$ cat src/rtl/psg_pkg.sv
// Shared types, constants and the tap index function of the pose path smoother.
package psg_pkg;

    localparam int TAPS        = 7;
    localparam int COEF_W      = 18;
    localparam int FRAC_BITS   = 16;
    localparam int ROUND_HALF  = 32768;
    localparam int XY_W        = 32;
    localparam int HEADING_W   = 16;
    localparam int UNW_W       = 18;
    localparam int HEAD_RW     = UNW_W + 1 + COEF_W + 2 - FRAC_BITS;
    localparam int PI_Q13      = 25736;
    localparam int TWO_PI_Q13  = 51472;
    localparam int RECIP_SHIFT = 32;
    localparam int RECIP_W     = 17;
    localparam int RECIP_TWO_PI = 83442;

    localparam logic [1:0] REG_COEF_OUTER  = 2'd0;
    localparam logic [1:0] REG_COEF_MIDDLE = 2'd1;
    localparam logic [1:0] REG_COEF_INNER  = 2'd2;
    localparam logic [1:0] REG_COEF_CENTER = 2'd3;

    typedef struct packed {
        logic signed [XY_W-1:0]      x;
        logic signed [XY_W-1:0]      y;
        logic signed [UNW_W-1:0]     u;
        logic signed [HEADING_W-1:0] h;
    } psg_pose_t;

    typedef struct packed {
        logic signed [COEF_W-1:0] outer;
        logic signed [COEF_W-1:0] middle;
        logic signed [COEF_W-1:0] inner;
        logic signed [COEF_W-1:0] center;
    } psg_coef_t;

    localparam psg_coef_t COEF_RESET = '{
        outer:  -18'sd6242,
        middle: 18'sd9362,
        inner:  18'sd18725,
        center: 18'sd21845
    };

    typedef struct packed {
        logic op;
        logic mul;
        logic add;
        logic rnd;
    } psg_mac_en_t;

    typedef struct packed {
        logic est;
        logic rem;
        logic fin;
    } psg_wrap_en_t;

    typedef struct packed {
        logic                        last;
        logic                        raw;
        logic signed [XY_W-1:0]      x;
        logic signed [XY_W-1:0]      y;
        logic signed [HEADING_W-1:0] h;
    } psg_side_t;

    // Window cell feeding tap position tap for output position pos. The start
    // of the window mirrors without the edge sample, the end repeats it.
    function automatic logic [2:0] tap_index(input logic [2:0] pos, input logic [2:0] tap);
        logic signed [4:0] idx;
        idx = $signed({2'b00, pos}) + $signed({2'b00, tap}) - 5'sd3;
        if (idx < 5'sd0)
        begin
            idx = -idx;
        end
        else if (idx > 5'sd6)
        begin
            idx = 5'sd13 - idx;
        end
        return idx[2:0];
    endfunction

endpackage

$ cat src/rtl/psg_cell.sv
// One cell of the pose window: holds a pose and passes it to its neighbour on a shift.
module psg_cell (
    input  logic                clk,
    input  logic                shift,
    input  psg_pkg::psg_pose_t  d,
    output psg_pkg::psg_pose_t  q
);

    psg_pkg::psg_pose_t pose_reg;

    always_ff @(posedge clk)
    begin
        if (shift)
        begin
            pose_reg <= d;
        end
    end

    assign q = pose_reg;

endmodule

$ cat config.mk
export PLATFORM = sky130hd
export DESIGN_NAME = psg_cell
export DESIGN_NICKNAME = d
export VERILOG_FILES = /design/src/rtl/psg_pkg.sv /design/src/rtl/psg_cell.sv
export SDC_FILE = /design/constraint.sdc
export NUM_CORES = 1
export LEC_CHECK = 0
export ABC_AREA = 0
export BUFFER_PORTS_ARGS = -buffer_cell sky130_fd_sc_hd__buf_4
export CAP_MARGIN = 20
export CORE_MARGIN = 2
export CORE_UTILIZATION = 40
export DETAILED_ROUTE_END_ITERATION = 8
export PLACE_DENSITY = 0.77
export SLEW_MARGIN = 25
export SYNTH_ARGS = -nofsm -noshare
export SYNTH_HDL_FRONTEND = slang
export SYNTH_SLANG_ARGS = --single-unit
$ cat constraint.sdc
create_clock -name clk -period 1.15 [get_ports clk]
set_clock_uncertainty 0.2 [all_clocks]
set_input_delay 0.115 -clock clk [delete_from_list [all_inputs] [get_ports clk]]
set_output_delay 0.115 -clock clk [all_outputs]
set_load 0.02 [all_outputs]
==> out/metrics.cfg <==
[finish]
fin_util_pct=85.39
largest_reg_flops=98
num-multi-input-gates=0
fin_area_um2=6127
multi_input_area_um2=0
nets=507
n_antenna_cell=0
area_growth_pct=108.2
drive_above_1_share_pct=52.43

[timing]
tightest_slew_ns=0.2340
fin_setup_tns_ns=-4.803
max_freq_ghz=0.8033
setup_ws_ns=-0.09487
finalCritPeriodShare_pct=108.2
final-hold-violation-count=0
fin_hold_ws_ns=0.02816
fin_crit_ns=1.245
rsz0062_at_grt=yes
setup_viol_count_final=98
slew_headroom_pct=84.40
slew_viol_final=0

[route]
via_per_inst=4.360
dr.pass1.iters=4
vias=2228
wl_per_cell_um=17.67
wl_um=9029
drtIter0Drc=103
ant_nets=0
drc=0

[clock_network]
cts_tree=yes
cts_htree_levels=3
clockBufferDepth=2
cts_sinks=98
clkSlewWorstSetupHoldPaths_ns=0.09
numCtsBuffers=9
postCtsSetupRepairBufs=0
cts_root_buffer=clkbuf_8

[synth]
ys.flop_type=edfxtp_1
synthTopCellsByArea=edfxtp_1 (100%)
synth_top_area_share_pct=100.0
synthDistinctLibCells=1
synth_edf_count=98
syn-instance-count=98
avgSynthCellArea_um2=30.03
synth_common_cells=edfxtp_1 (98)
yosysTopAreaCell=edfxtp_1
yosysSeqAreaShare_pct=100.0
synthMostInstantiatedCell=edfxtp_1
syn-num-nets=198
ys_ff_latch=98
netlist_area_um2=2943
postSynth.asyncResetShare_pct=0
ys_warn_count=0

[worst_setup_path]
critical_path.top_delay_family=flip-flops
path_cells=buf_6
crit_required_ns=0.83
slowest_delay_ns=0.43
path_depth=1
cp.arrival_ns=0.93
critPathLaunchType=flip-flop
crit_path_max_fanout=1
critPathCaptureType=output port
crit_buf_inv=1
criticalPathCategory=flip-flop to output port
worstSetupStartpoint=q[45]
crit_slowest_cell=edfxtp_1

[power_and_ir_drop]
comb_power_share_pct=19.6
clkPwrFrac_pct=26.2
p_int_uw=6175
power_density_nw_per_um2=1323
finalPower_uw=8104
peakVddDrop_v=0.0009804
swShare_pct=23.80
p_leak_uw=0.002554
p_seq_share_pct=54.2
p_sw_uw=1929

[floorplan]
initial_utilization_pct=41.01
ioPinCount=198
die_w_um=89.78
coreArea_um2=7176
die_h_um=89.78
rows=31
die_area_um2=8060

[place]
postPlaceCellArea_um2=4593
portBuffers=197
place_congestion=0.6951

[global_routing]
grt_use_total_pct=22.74
grt_max_degree=46
antenna_found_initial=0
overflow=0
grt_pass1_wl_um=13570
grt_pass1_vias=2471

[min_path]
hold_class=input pin to flip-flop
min-delay-start=shift
min_path_cells=2

[flow_run]
drv_cap=0

[outcome]
violations=negative setup slack
outcome=finished with violations

==> power groups by stage <==
stage	clock network, µW	logic [µW]	registers, µW
2_1_floorplan	0	0	4770
3_3_place_gp	0	1110	4380
3_5_place_dp	0	1130	4400
4_1_cts	2180	1550	4370
5_1_grt	2330	1650	4420
6_report	2120	1590	4390
==> cells by family after synthesis <==
family,count (synthesis),synth area share [%]
flip-flops,98,100.0
==> metrics by stage <==
step	setup slack, ns	instances
2_1_floorplan	0.3855	98
3_3_place_gp	0.1340	397
3_5_place_dp	0.1276	397
4_1_cts	-0.1126	511
5_1_grt	-0.1343	511
6_report	-0.09487	511
==> path summary, 6_finish.rpt <==
kind                 to  slack, ns
setup / recovery  q[45]      -0.09
hold / removal    q[52]       0.03
==> layout make-up <==
class                 instances  area [µm²]
Sequential cell              98        2943
Timing Repair Buffer        298        2868
Fill cell                   308        1049
Clock buffer                  9       123.9
Tap cell                     99       123.9
Clock inverter                7       68.82
==> repair_timing <==
item | 4_1_cts | 5_1_grt
endpoints found under the hold margin | 98 | 0
endpoints found under the setup margin | 98 | 98
hold buffers | 98 | 0
resized for setup | 90 | 6
==> cell usage in the layout, fill, tap and decap left out <==
cell and count:
buf_4 102, dlygate4sd3_1 98, edfxtp_1 98, buf_6 96
clkbuf_8 9, clkinv_2 3, clkinvlp_4 2, buf_12 2
bufinv_16 1, inv_6 1
==> routing by layer <==
layer	up-vias	part of all wire, %	track usage (%)
li1	1015	-	-
met1	1043	34	24.16
met2	152	54	41.04
met3	18	10	8.466
met4	0	2.2	8.846
met5	-	0	0
Power figures use the tool's default switching activity.
