$ cat config.mk
export PLATFORM = sky130hd
export DESIGN_NAME = psg_wrap
export DESIGN_NICKNAME = d
export VERILOG_FILES = /design/src/rtl/psg_pkg.sv /design/src/rtl/psg_wrap.sv
export SDC_FILE = /design/constraint.sdc
export NUM_CORES = 1
export LEC_CHECK = 0
export BUFFER_PORTS_ARGS = -buffer_cell sky130_fd_sc_hd__buf_2
export CAP_MARGIN = 0
export CELL_PAD_IN_SITES_DETAIL_PLACEMENT = 0
export CELL_PAD_IN_SITES_GLOBAL_PLACEMENT = 2
export CORE_MARGIN = 5
export CORE_UTILIZATION = 25
export DETAILED_ROUTE_END_ITERATION = 8
export PLACE_DENSITY_LB_ADDON = 0.1
export SYNTH_ARGS = -nofsm -noshare
export SYNTH_HDL_FRONTEND = slang
export SYNTH_SLANG_ARGS = --single-unit
$ cat constraint.sdc
create_clock -name clk -period 15.3 [get_ports clk]
set_input_delay 3.06 -clock clk [delete_from_list [all_inputs] [get_ports clk]]
set_output_delay 3.06 -clock clk [all_outputs]
set_load 0.03 [all_outputs]
$ cat src/rtl/psg_pkg.sv
// Shared types, constants and the tap index function of the pose path smoother.
package psg_pkg;

    localparam int TAPS        = 7;
    localparam int COEF_W      = 18;
    localparam int FRAC_BITS   = 16;
    localparam int ROUND_HALF  = 32768;
    localparam int XY_W        = 32;
    localparam int HEADING_W   = 16;
    localparam int UNW_W       = 18;
    localparam int HEAD_RW     = UNW_W + 1 + COEF_W + 2 - FRAC_BITS;
    localparam int PI_Q13      = 25736;
    localparam int TWO_PI_Q13  = 51472;
    localparam int RECIP_SHIFT = 32;
    localparam int RECIP_W     = 17;
    localparam int RECIP_TWO_PI = 83442;

    localparam logic [1:0] REG_COEF_OUTER  = 2'd0;
    localparam logic [1:0] REG_COEF_MIDDLE = 2'd1;
    localparam logic [1:0] REG_COEF_INNER  = 2'd2;
    localparam logic [1:0] REG_COEF_CENTER = 2'd3;

    typedef struct packed {
        logic signed [XY_W-1:0]      x;
        logic signed [XY_W-1:0]      y;
        logic signed [UNW_W-1:0]     u;
        logic signed [HEADING_W-1:0] h;
    } psg_pose_t;

    typedef struct packed {
        logic signed [COEF_W-1:0] outer;
        logic signed [COEF_W-1:0] middle;
        logic signed [COEF_W-1:0] inner;
        logic signed [COEF_W-1:0] center;
    } psg_coef_t;

    localparam psg_coef_t COEF_RESET = '{
        outer:  -18'sd6242,
        middle: 18'sd9362,
        inner:  18'sd18725,
        center: 18'sd21845
    };

    typedef struct packed {
        logic op;
        logic mul;
        logic add;
        logic rnd;
    } psg_mac_en_t;

    typedef struct packed {
        logic est;
        logic rem;
        logic fin;
    } psg_wrap_en_t;

    typedef struct packed {
        logic                        last;
        logic                        raw;
        logic signed [XY_W-1:0]      x;
        logic signed [XY_W-1:0]      y;
        logic signed [HEADING_W-1:0] h;
    } psg_side_t;

    // Window cell feeding tap position tap for output position pos. The start
    // of the window mirrors without the edge sample, the end repeats it.
    function automatic logic [2:0] tap_index(input logic [2:0] pos, input logic [2:0] tap);
        logic signed [4:0] idx;
        idx = $signed({2'b00, pos}) + $signed({2'b00, tap}) - 5'sd3;
        if (idx < 5'sd0)
        begin
            idx = -idx;
        end
        else if (idx > 5'sd6)
        begin
            idx = 5'sd13 - idx;
        end
        return idx[2:0];
    endfunction

endpackage

$ cat src/rtl/psg_wrap.sv
// Three-stage heading wrap into minus pi to pi by a reciprocal quotient estimate and one correction.
module psg_wrap (
    input  logic                                    clk,
    input  psg_pkg::psg_wrap_en_t                   en,
    input  logic signed [psg_pkg::HEAD_RW-1:0]      value,
    output logic signed [psg_pkg::HEADING_W-1:0]    heading
);

    localparam int VW    = psg_pkg::HEAD_RW;
    localparam int PRODW = VW + psg_pkg::RECIP_W;
    localparam int QW    = PRODW - psg_pkg::RECIP_SHIFT;
    localparam int REMW  = $clog2(2 * psg_pkg::TWO_PI_Q13);

    logic [VW-1:0]                         mag;
    logic [VW-1:0]                         v_next;
    logic [PRODW-1:0]                      prod;
    logic [VW-1:0]                         rem_full;
    logic [REMW-1:0]                       rem_fix;
    logic signed [REMW-1:0]                fold;
    logic [QW-1:0]                         q_reg;
    logic [VW-1:0]                         v_reg;
    logic                                  neg_reg;
    logic [REMW-1:0]                       rem_reg;
    logic                                  neg_rem_reg;
    logic signed [psg_pkg::HEADING_W-1:0]  heading_reg;

    // The magnitude is offset by pi minus one so that a plain floor quotient
    // gives the number of whole turns to remove.
    always_comb
    begin
        mag      = value[VW-1] ? -value : value;
        v_next   = mag + VW'(psg_pkg::PI_Q13 - 1);
        prod     = PRODW'(v_next) * PRODW'(psg_pkg::RECIP_TWO_PI);
        rem_full = v_reg - (VW'(q_reg) * VW'(psg_pkg::TWO_PI_Q13));
        if (rem_reg >= REMW'(psg_pkg::TWO_PI_Q13))
        begin
            rem_fix = rem_reg - REMW'(psg_pkg::TWO_PI_Q13);
        end
        else
        begin
            rem_fix = rem_reg;
        end
        fold = $signed(rem_fix) - REMW'(psg_pkg::PI_Q13 - 1);
    end

    always_ff @(posedge clk)
    begin
        if (en.est)
        begin
            q_reg   <= prod[PRODW-1:psg_pkg::RECIP_SHIFT];
            v_reg   <= v_next;
            neg_reg <= value[VW-1];
        end
        if (en.rem)
        begin
            rem_reg     <= rem_full[REMW-1:0];
            neg_rem_reg <= neg_reg;
        end
        if (en.fin)
        begin
            heading_reg <= neg_rem_reg ? psg_pkg::HEADING_W'(-fold)
                                       : psg_pkg::HEADING_W'(fold);
        end
    end

    assign heading = heading_reg;

endmodule

==> key figures, run 1 <==
STA
  – Worst-margin pin slew: 931 ps
  – F_max: 81.1 MHz
  – Min Clock Period, post-route: 12330 ps
  – Final count of hold timing violations: 0
  – Clock Skew: 6.71 ps
  – Unrepaired setup endpoints after global routing: no
  – Setup_tns: 0 ps
  – Relative slew slack: 0.375
  – Final cycle utilization of the critical path: 0.806
  – Pins Over Slew Limit: 0
  – Setup Viol. Count Final: 0

Yosys
  – Synth unique cells: 81
  – Count leader, synth: inv_1
  – Post-synth ARST share: 0
  – Synthesized cell area: about 0.011 mm^2
  – Yosys top cell area share: 0.225
  – Ys Warns: 0
  – Avg Inst Size Synth: 9.42 um^2
  – Gate Count Post-Synth: 1219
  – Post-synthesis sequential area ratio: 0.157
  – Commonest cells post-synth: 286 x inv_1, 186 x ha_1, 129 x fa_1
  – Most used DFF post-synth: edfxtp_1
  – Post-synth net total: 1561
  – Top cells by area, synth: fa_1 22%, ha_1 20%, edfxtp_1 16%
  – Synth Register Bits: 60
  – Post-synth EDFFs: 60
  – Post-synth top area cell: fa_1

Global routing
  – First-pass GRT wire length: approximately 47000 um
  – Overflow after GRT: 0
  – Initial antenna violation count: 0
  – Vias in the first global route: 8540
  – Largest net degree at the start of global routing: 31
  – Total track usage: 0.119

Worst setup path
  – Worst setup path startpoint: value[0]
  – Family with the most delay on the worst path: adder cells
  – Critical Path Sink Type: register
  – Worst reg-to-reg path cell count: 11
  – Critical Path AT: 12400 ps
  – Crit start category: primary input
  – Max stage delay on crit path: 750 ps
  – Worst EP required: 15370 ps
  – Setup Crit Path Kind: in2reg
  – Worst r2r src: rem_reg[4]
  – Crit-path max FO: 10
  – CP Depth: 32
  – Worst Path Buf+Inv: 9
  – Crit-path most repeated cell: inv_1
  – CP max-delay cell: xnor2_1

Clocking
  – CTS hold repair buffers: 0
  – Setup Buffers After CTS: 0
  – CTS sink cnt: 60
  – Worst-skew pair later-pin latency: around 340 ps
  – Max clock buf depth: 2
  – CTS tree: built
  – Root Driver: clkbuf_16
  – CTS HTree Levels: 3
  – Total CTS buffers: 9
  – Worst-path clk slew: 50 ps
  – Post-CTS resize count: 0

Detailed routing
  – Routed vias: 7816
  – Final wirelength: 29300 um
  – Vias per cell: 4.22
  – Metal-1 WL: between 10000 and 15000 um
  – WL met2: 14500 um
  – Routed wl met3: 407 um
  – Drt pass-1 iters: 4
  – Iteration-0 DRC Markers: 193
  – DRC errors left: 0
  – Top sig layer: met4
  – Wire per inst: ~16 um
  – Routed Antenna Nets: 0

Worst hold path
  – Hold Crit Depth: 0
  – Min-delay worst type: reg2reg
  – Worst Hold Launch: v_reg[2]

Floorplanning
  – Row count: ~80
  – Die area: between 0.05 and 0.06 mm^2
  – Die W: 224 um
  – Core area: approximately 0.045 mm^2
  – Die Ht: 224 um
  – Starting Density: 0.253
  – Top-Level Pins: 43

Status
  – Status: finished clean

Finish
  – Area Overhead vs Synth: 9.85%
  – Final core occ: 0.278
  – N_diodes: 0
  – Fill cells: between 4000 and 5000
  – Layout cell share with drive strength beyond 1: 0.0766
  – Total Nets Final: 1592

Placement
  – I/O Buffers: 42
  – GPL Wtd Cong: 0.746
  – Post-DP HPWL: 25600 um

Job
  – Max-cap viol count: 0
[worst reg2reg max path, cell delays in order (launching register included)]
cell      delay (ps)
edfxtp_1         600
ha_1             210
nor4bb_1         620
a41oi_1          270
o221a_2          470
nor4b_1          370
a211oi_2         140
or4_1            510
o21ai_0          160
nand3_1          160
o41ai_1          350
xnor2_1          100
[layout by cell type (no fill, tap or decap), drive strengths merged, types with 4 or more instances in the layout]
cell type / instances
a211oi: 5
clkbuf: 10
nor2: 52
o21ai: 51
nor2b: 10
ha: 186
buf: 51
nand4: 5
clkinv: 5
o221ai: 4
nor4: 6
and3: 4
fa: 129
xor2: 42
nand2: 57
o31ai: 9
nor3: 19
nand2b: 8
and2: 5
edfxtp: 60
nand3: 13
a21o: 16
inv: 288
o211ai: 4
or3: 7
a21oi: 42
o21bai: 4
xnor2: 77
o311ai: 4
nor3b: 5
or4: 9
a31oi: 4
o21a: 6
o41ai: 6
a21boi: 8
[through the flow]
step           hold slack (ps)  cell area, um^2  std cells  worst slack (ps)
2_1_floorplan              400            11500       1219              3650
3_3_place_gp               404            12400       1839              2630
3_5_place_dp               405            12400       1839              2470
4_1_cts                    418            12600       1853              2850
5_1_grt                    435            12600       1853              2320
6_report                   417            12600       1853              2970
[layer usage]
layer | track usage | up-vias
li1 | - | 4045
met1 | 0.163 | 3707
met2 | 0.210 | 54
met3 | 0.0103 | 10
met4 | 0.0206 | 0
met5 | 0 | -
[cell families (layout without fill, tap and decap cells)]
family          Yosys count  after routing  synth area share
buf+inv                 320            354             0.107
fa+ha+maj               317            317             0.429
simple gates            213            213            0.0951
compound gates          183            183             0.108
xor+xnor                120            120            0.0980
flops                    60             60             0.157
mux                       6              6           0.00556
[path summary, 6_finish.rpt]
check,to,slack [ps]
worst min-delay path,rem_reg[2],420
worst max-delay path,q_reg[7],2970
worst min register to register,rem_reg[2],420
worst max register to register,heading[15],11090
[area by class of cell]
type / instances / area [um^2] / share of cell area
Tap cell: 600 / 751 / 0.0595
Clock buffer: 10 / 229 / 0.0182
Multi-Input combinational cell: 839 / 8450 / 0.670
Timing Repair Buffer: 51 / 278 / 0.0220
Clock inverter: 4 / 18.8 / 0.00149
Inverter: 289 / 1090 / 0.0861
Sequential cell: 60 / 1800 / 0.143
Power of run 1 is not shown: default switching activity piles up to over one toggle a cycle in this logic, so the estimate is an artifact.
==> run 2: changes to the inputs <==
clock period = 10.3 ns   (was 15.3 ns; I/O delays follow)
==> run 2 against run 1 <==
  * Clock skew decreased by 2.6 ps
  * Die area stayed put
  * Sequential share of layout area is 0.64 points lower
  * Final cell count up 3.5%
  * Non-clock buffer count rose by 63
  * First-iteration DRC count is 3.6% lower
  * Worst setup slack lost 2600 ps
  * Largest cell class unchanged
==> key figures, run 2 (synthesis results as in run 1) <==
Placement
  – Dpl cell area: 0.0128 mm^2 (was 0.0124 mm^2)
  – Post-DP HPWL: 26100 um (was 25600 um)
  – I/O Buffers: 42 (unchanged)
  – GPL Wtd Cong: 0.753 (was 0.746)

Clocking
  – Worst-path clk slew: 50 ps (about the same)
  – CTS tree: built (unchanged)
  – Worst-skew pair later-pin latency: 330 ps (was 340 ps)
  – CTS HTree Levels: 3 (unchanged)
  – CTS sink cnt: 60 (unchanged)
  – Max clock buf depth: 2 (unchanged)
  – Root Driver: clkbuf_16 (unchanged)
  – Total CTS buffers: 9 (unchanged)

Global routing
  – Total track usage: 0.116 (was 0.119)
  – Overflow after GRT: 0 (unchanged)
  – Vias in the first global route: 8273 (was 8540)
  – Largest net degree at the start of global routing: 27 (was 31)
  – Initial antenna violation count: 0 (unchanged)
  – First-pass GRT wire length: 46000 um (was 47300 um)

Job
  – Max-cap viol count: 0 (unchanged)

Floorplanning
  – Die area: 0.0503 mm^2 (unchanged)
  – Die Ht: 224 um (unchanged)
  – Starting Density: 0.253 (unchanged)
  – Row count: 78 (unchanged)
  – Core area: 0.0454 mm^2 (unchanged)
  – Die W: 224 um (unchanged)
  – Top-Level Pins: 43 (unchanged)

Finish
  – Most frequent cells in the layout: 282 x inv_1, 185 x ha_1, 129 x fa_1 (was 286 x inv_1, 186 x ha_1, 129 x fa_1)
  – Design area: 0.0132 mm^2 (was 0.0126 mm^2)
  – Area Overhead vs Synth: 15.0% (was 9.85%)
  – Layout cell share with drive strength beyond 1: 0.131 (was 0.0766)
  – Total Nets Final: 1655 (was 1592)
  – N_diodes: 0 (unchanged)
  – Commonest non-fill, non-tap cell in the layout: inv_1 (unchanged)
  – Fill cells: 4892 (was 4877)

STA
  – Setup_tns: 0 ps (unchanged)
  – F_max: ~100 MHz
  – Relative slew slack: 0.402 (was 0.375)
  – Final count of hold timing violations: 0 (unchanged)
  – Clock Skew: 4.11 ps (was 6.71 ps)
  – Setup Viol. Count Final: 0 (unchanged)
  – Pins Over Slew Limit: 0 (unchanged)
  – Min Clock Period, post-route: around 10000 ps
  – Final cycle utilization of the critical path: 0.960
  – Unrepaired setup endpoints after global routing: no (unchanged)
  – Worst-margin pin slew: 891 ps (was 931 ps)

Worst setup path
  – Crit-path max FO: 5 (was 10)
  – Crit-path most repeated cell: inv_1 (unchanged)
  – Worst reg-to-reg path cell count: 11 (unchanged)
  – Crit start category: primary input (unchanged)
  – Critical Path AT: 9970 ps (was 12400 ps)
  – Reg2reg setup slack: 6080 ps (was 11090 ps)
  – Worst EP required: 10380 ps (was 15370 ps)
  – CP max-delay cell: or4_4 (was xnor2_1)
  – Setup Crit Path Kind: in2reg (unchanged)
  – RR Endpoint: heading[15] (unchanged)
  – Worst r2r src: rem_reg[4] (unchanged)
  – Max stage delay on crit path: 530 ps (was 750 ps)
  – Critical Path Sink Type: register (unchanged)

Detailed routing
  – Iteration-0 DRC Markers: 186 (was 193)
  – Drt pass-1 iters: 4 (unchanged)
  – Routed Antenna Nets: 0 (unchanged)
  – Final wirelength: 29100 um (was 29300 um)
  – Routed vias: 8094 (was 7816)
  – Wire per inst: 15.2 um (was 15.8 um)
  – DRC errors left: 0 (unchanged)
  – Vias per cell: 4.22 (about the same)

Worst hold path
  – Hold endpoint: rem_reg[0] (was rem_reg[2])
  – Worst Hold Launch: v_reg[0] (was v_reg[2])
  – Hold Crit Depth: 0 (unchanged)
  – Min-delay worst type: reg2reg (unchanged)

Status
  – Status: finished clean (unchanged)
run 2: cell type report:
cell class              instances  area, um^2  share of cell area
clock buffers                   9         225              0.0171
clock inverters                 7        57.6             0.00436
inverters                     289        1090              0.0825
multi-input cells             839        8530               0.646
flip-flops and latches         60        1800               0.136
well taps                     600         751              0.0568
repair buffers                114         751              0.0568
run 2: worst max path at each step:
stage | depth (start not counted) | endpoint | slack [ps] | startpoint
finish | 34 | q_reg[7] | 410 | value[5]
global route | 32 | q_reg[7] | 6 | value[5]
CTS | 33 | q_reg[7] | 200 | value[5]
detailed placement | 33 | q_reg[7] | -160 | value[5]
global placement | 33 | q_reg[7] | -170 | value[0]
floorplan | 33 | q_reg[7] | 60 | value[5]
run 2: metal layers:
| metal | part of all wire | routed length (um) | global-route usage | up-vias |
|---|---|---|---|---|
| li1 | - | - | - | 4156 |
| met1 | 0.48 | 14000 | 0.158 | 3866 |
| met2 | 0.49 | 14400 | 0.206 | 59 |
| met3 | 0.019 | 555 | 0.0104 | 13 |
| met4 | 0.0064 | 187 | 0.0159 | 0 |
| met5 | 0 | 0 | 0 | - |
run 2: per-stage QoR:
| stage | hold WS [ps] | instances | setup slack, ps | util |
|---|---|---|---|---|
| finish | 413 | 1918 | 407 | 0.291 |
| global route | 419 | 1918 | 6.10 | 0.291 |
| CTS | 408 | 1915 | 200 | 0.289 |
| detailed placement | 405 | 1899 | -156 | 0.283 |
| global placement | 402 | 1899 | -169 | 0.283 |
| floorplan | 400 | 1219 | 55.2 | - |
run 2: critical path: cells and delay by family:
kind | cells | cell delay (ps)
AO/OA/AOI/OAI | 11 | 2080
adder cells (fa/ha/maj) | 7 | 3090
buffers and inverters | 8 | 590
AND/OR/NAND/NOR | 5 | 1810
XOR/XNOR | 3 | 350
run 2: repair_timing:
action,4_1_cts,5_1_grt
setup buffers,0,3
hold buffers,0,0
endpoints found under the setup margin,0,5
gates resized for setup,0,14
Power of run 2 is left out for the same reason.
==> run 3: changes to the inputs <==
CORE_UTILIZATION = 33   (was 25)
==> run 3 against run 2 <==
  * Flip-flop and latch count is the same
  * Cell area shrank 1.2%
  * Worst hold slack gained 3.5 ps
  * Wire length shrank 8.3%
  * Clock-buffer cell count is the same
  * Critical path type unchanged
  * Register-to-register slack gained 30 ps
  * First-iteration DRC count grew 2.7%
  * Clock skew grew 4.4 ps
==> key figures, run 3 (synthesis results as in run 1) <==
STA
  – Pins Over Slew Limit: 0 (unchanged)
  – Min Clock Period, post-route: 9830 ps (was 9890 ps)
  – Unrepaired setup endpoints after global routing: no (unchanged)
  – F_max: 102 MHz (was 101 MHz)
  – Worst-margin pin slew: 824 ps (was 891 ps)
  – Setup Viol. Count Final: 0 (unchanged)
  – Final cycle utilization of the critical path: 0.954 (was 0.960)
  – Clock Skew: 8.48 ps (was 4.11 ps)
  – Final count of hold timing violations: 0 (unchanged)
  – Setup_tns: 0 ps (unchanged)
  – Relative slew slack: 0.445 (was 0.402)

Detailed routing
  – Wire per inst: 15.0 um (was 15.2 um)
  – Routed vias: 8109 (was 8094)
  – Iteration-0 DRC Markers: 191 (was 186)
  – Final wirelength: 26700 um (was 29100 um)
  – Routed Antenna Nets: 0 (unchanged)
  – DRC errors left: 0 (unchanged)
  – Drt pass-1 iters: 4 (unchanged)
  – Vias per cell: 4.56 (was 4.22)

Global routing
  – Vias in the first global route: 8633 (was 8273)
  – Total track usage: 0.142 (was 0.116)
  – Overflow after GRT: 0 (unchanged)
  – Initial antenna violation count: 2 (was 0)
  – First-pass GRT wire length: 44600 um (was 46000 um)
  – Largest net degree at the start of global routing: 27 (unchanged)

Clocking
  – Total CTS buffers: 9 (unchanged)
  – Max clock buf depth: 2 (unchanged)
  – CTS sink cnt: 60 (unchanged)
  – CTS hold repair buffers: 0 (unchanged)
  – CTS HTree Levels: 3 (unchanged)
  – Root Driver: clkbuf_16 (unchanged)
  – CTS tree: built (unchanged)
  – Worst-path clk slew: 50 ps (about the same)
  – Worst-skew pair later-pin latency: 320 ps (was 330 ps)

Finish
  – Fill cells: 3573 (was 4892)
  – N_diodes: 0 (unchanged)
  – Commonest non-fill, non-tap cell in the layout: inv_1 (unchanged)
  – Area Overhead vs Synth: 13.6% (was 15.0%)
  – Multi-input gate area: 0.00854 mm^2 (was 0.00853 mm^2)
  – Most frequent cells in the layout: 283 x inv_1, 184 x ha_1, 129 x fa_1 (was 282 x inv_1, 185 x ha_1, 129 x fa_1)
  – Layout cell share with drive strength beyond 1: 0.136 (was 0.131)
  – Seq. cell area: 0.00180 mm^2 (unchanged)
  – Total Nets Final: 1660 (was 1655)

Worst setup path
  – Worst r2r src: rem_reg[4] (unchanged)
  – Worst setup path startpoint: value[5] (unchanged)
  – Max stage delay on crit path: 530 ps (about the same)
  – RR Endpoint: heading[14] (was heading[15])
  – Crit start category: primary input (unchanged)
  – Crit-path max FO: 5 (unchanged)
  – Reg2reg setup slack: 6110 ps (was 6080 ps)
  – Setup Crit Path Kind: in2reg (unchanged)
  – Worst reg-to-reg path cell count: 11 (unchanged)
  – Critical Path Sink Type: register (unchanged)
  – Critical Path AT: 9890 ps (was 9970 ps)
  – Worst EP required: 10370 ps (was 10380 ps)
  – Last element of the critical path: q_reg[7] (unchanged)
  – Crit-path most repeated cell: inv_1 (unchanged)
  – CP max-delay cell: or4_4 (unchanged)

Floorplanning
  – Die W: 197 um (was 224 um)
  – Row count: 68 (was 78)
  – Starting Density: 0.333 (was 0.253)
  – Core area: 0.0345 mm^2 (was 0.0454 mm^2)
  – Die area: 0.0386 mm^2 (was 0.0503 mm^2)
  – Top-Level Pins: 43 (unchanged)
  – Die Ht: 197 um (was 224 um)

Worst hold path
  – Min-delay worst type: reg2reg (unchanged)

Status
  – Status: finished clean (unchanged)

Placement
  – Post-DP HPWL: 24000 um (was 26100 um)
  – I/O Buffers: 42 (unchanged)
  – GPL Wtd Cong: 0.761 (was 0.753)

Job
  – Max-cap viol count: 0 (unchanged)
run 3: cell types whose count changed in the layout (fill, tap and decap cells not counted), sizes merged:
cell	before	now
buf	114	119
bufinv	1	0
clkinv	6	5
clkinvlp	2	3
run 3: how the worst min path moves through the flow:
| stage | start | end | slack [ps] | depth (start not counted) |
|---|---|---|---|---|
| 2_1_floorplan | neg_reg | neg_rem_reg | 400 | 0 |
| 3_3_place_gp | v_reg[3] | rem_reg[3] | 400 | 0 |
| 3_5_place_dp | v_reg[0] | rem_reg[0] | 400 | 0 |
| 4_1_cts | v_reg[0] | rem_reg[0] | 420 | 0 |
| 5_1_grt | v_reg[2] | rem_reg[2] | 430 | 0 |
| 6_report | v_reg[0] | rem_reg[0] | 420 | 0 |
run 3: per-stage QoR:
step	instances	util	instance area (um^2)	setup WS, ps	hold slack, ps
global route	1777	0.379	13000	3.36	432
global placement	1757	0.368	12700	-90.0	404
CTS	1772	0.375	12900	173	418
detailed placement	1757	0.368	12700	-173	405
floorplan	1219	-	11500	55.2	400
finish	1777	0.379	13000	475	417
run 3: cell type report:
type                    instances  area share
repair buffers                119      0.0604
clock inverters                 6     0.00249
multi-input cells             839       0.655
clock buffers                   9      0.0173
well taps                     455      0.0436
inverters                     289      0.0835
flip-flops and latches         60       0.138
run 3: repair_timing:
action | in CTS | in global routing
gates resized for setup | 0 | 16
setup endpoints to repair | 0 | 4
setup buffers | 0 | 5
run 3: routing by layer:
layer / global-route usage / routed length, um / vias to the layer above
met5: 0 / 27 / -
met4: 0.0261 / 321 / 4
met3: 0.0142 / 500 / 23
met2: 0.249 / 13300 / 59
met1: 0.193 / 12600 / 3841
li1: - / - / 4182
run 3: worst max-delay path, delay by kind of cell:
family	cells	cell delay, ps
compound gates	11	2140
xor+xnor	3	340
buf+inv	7	400
fa+ha+maj	7	3070
simple gates	5	1890
Power of run 3 is left out for the same reason.
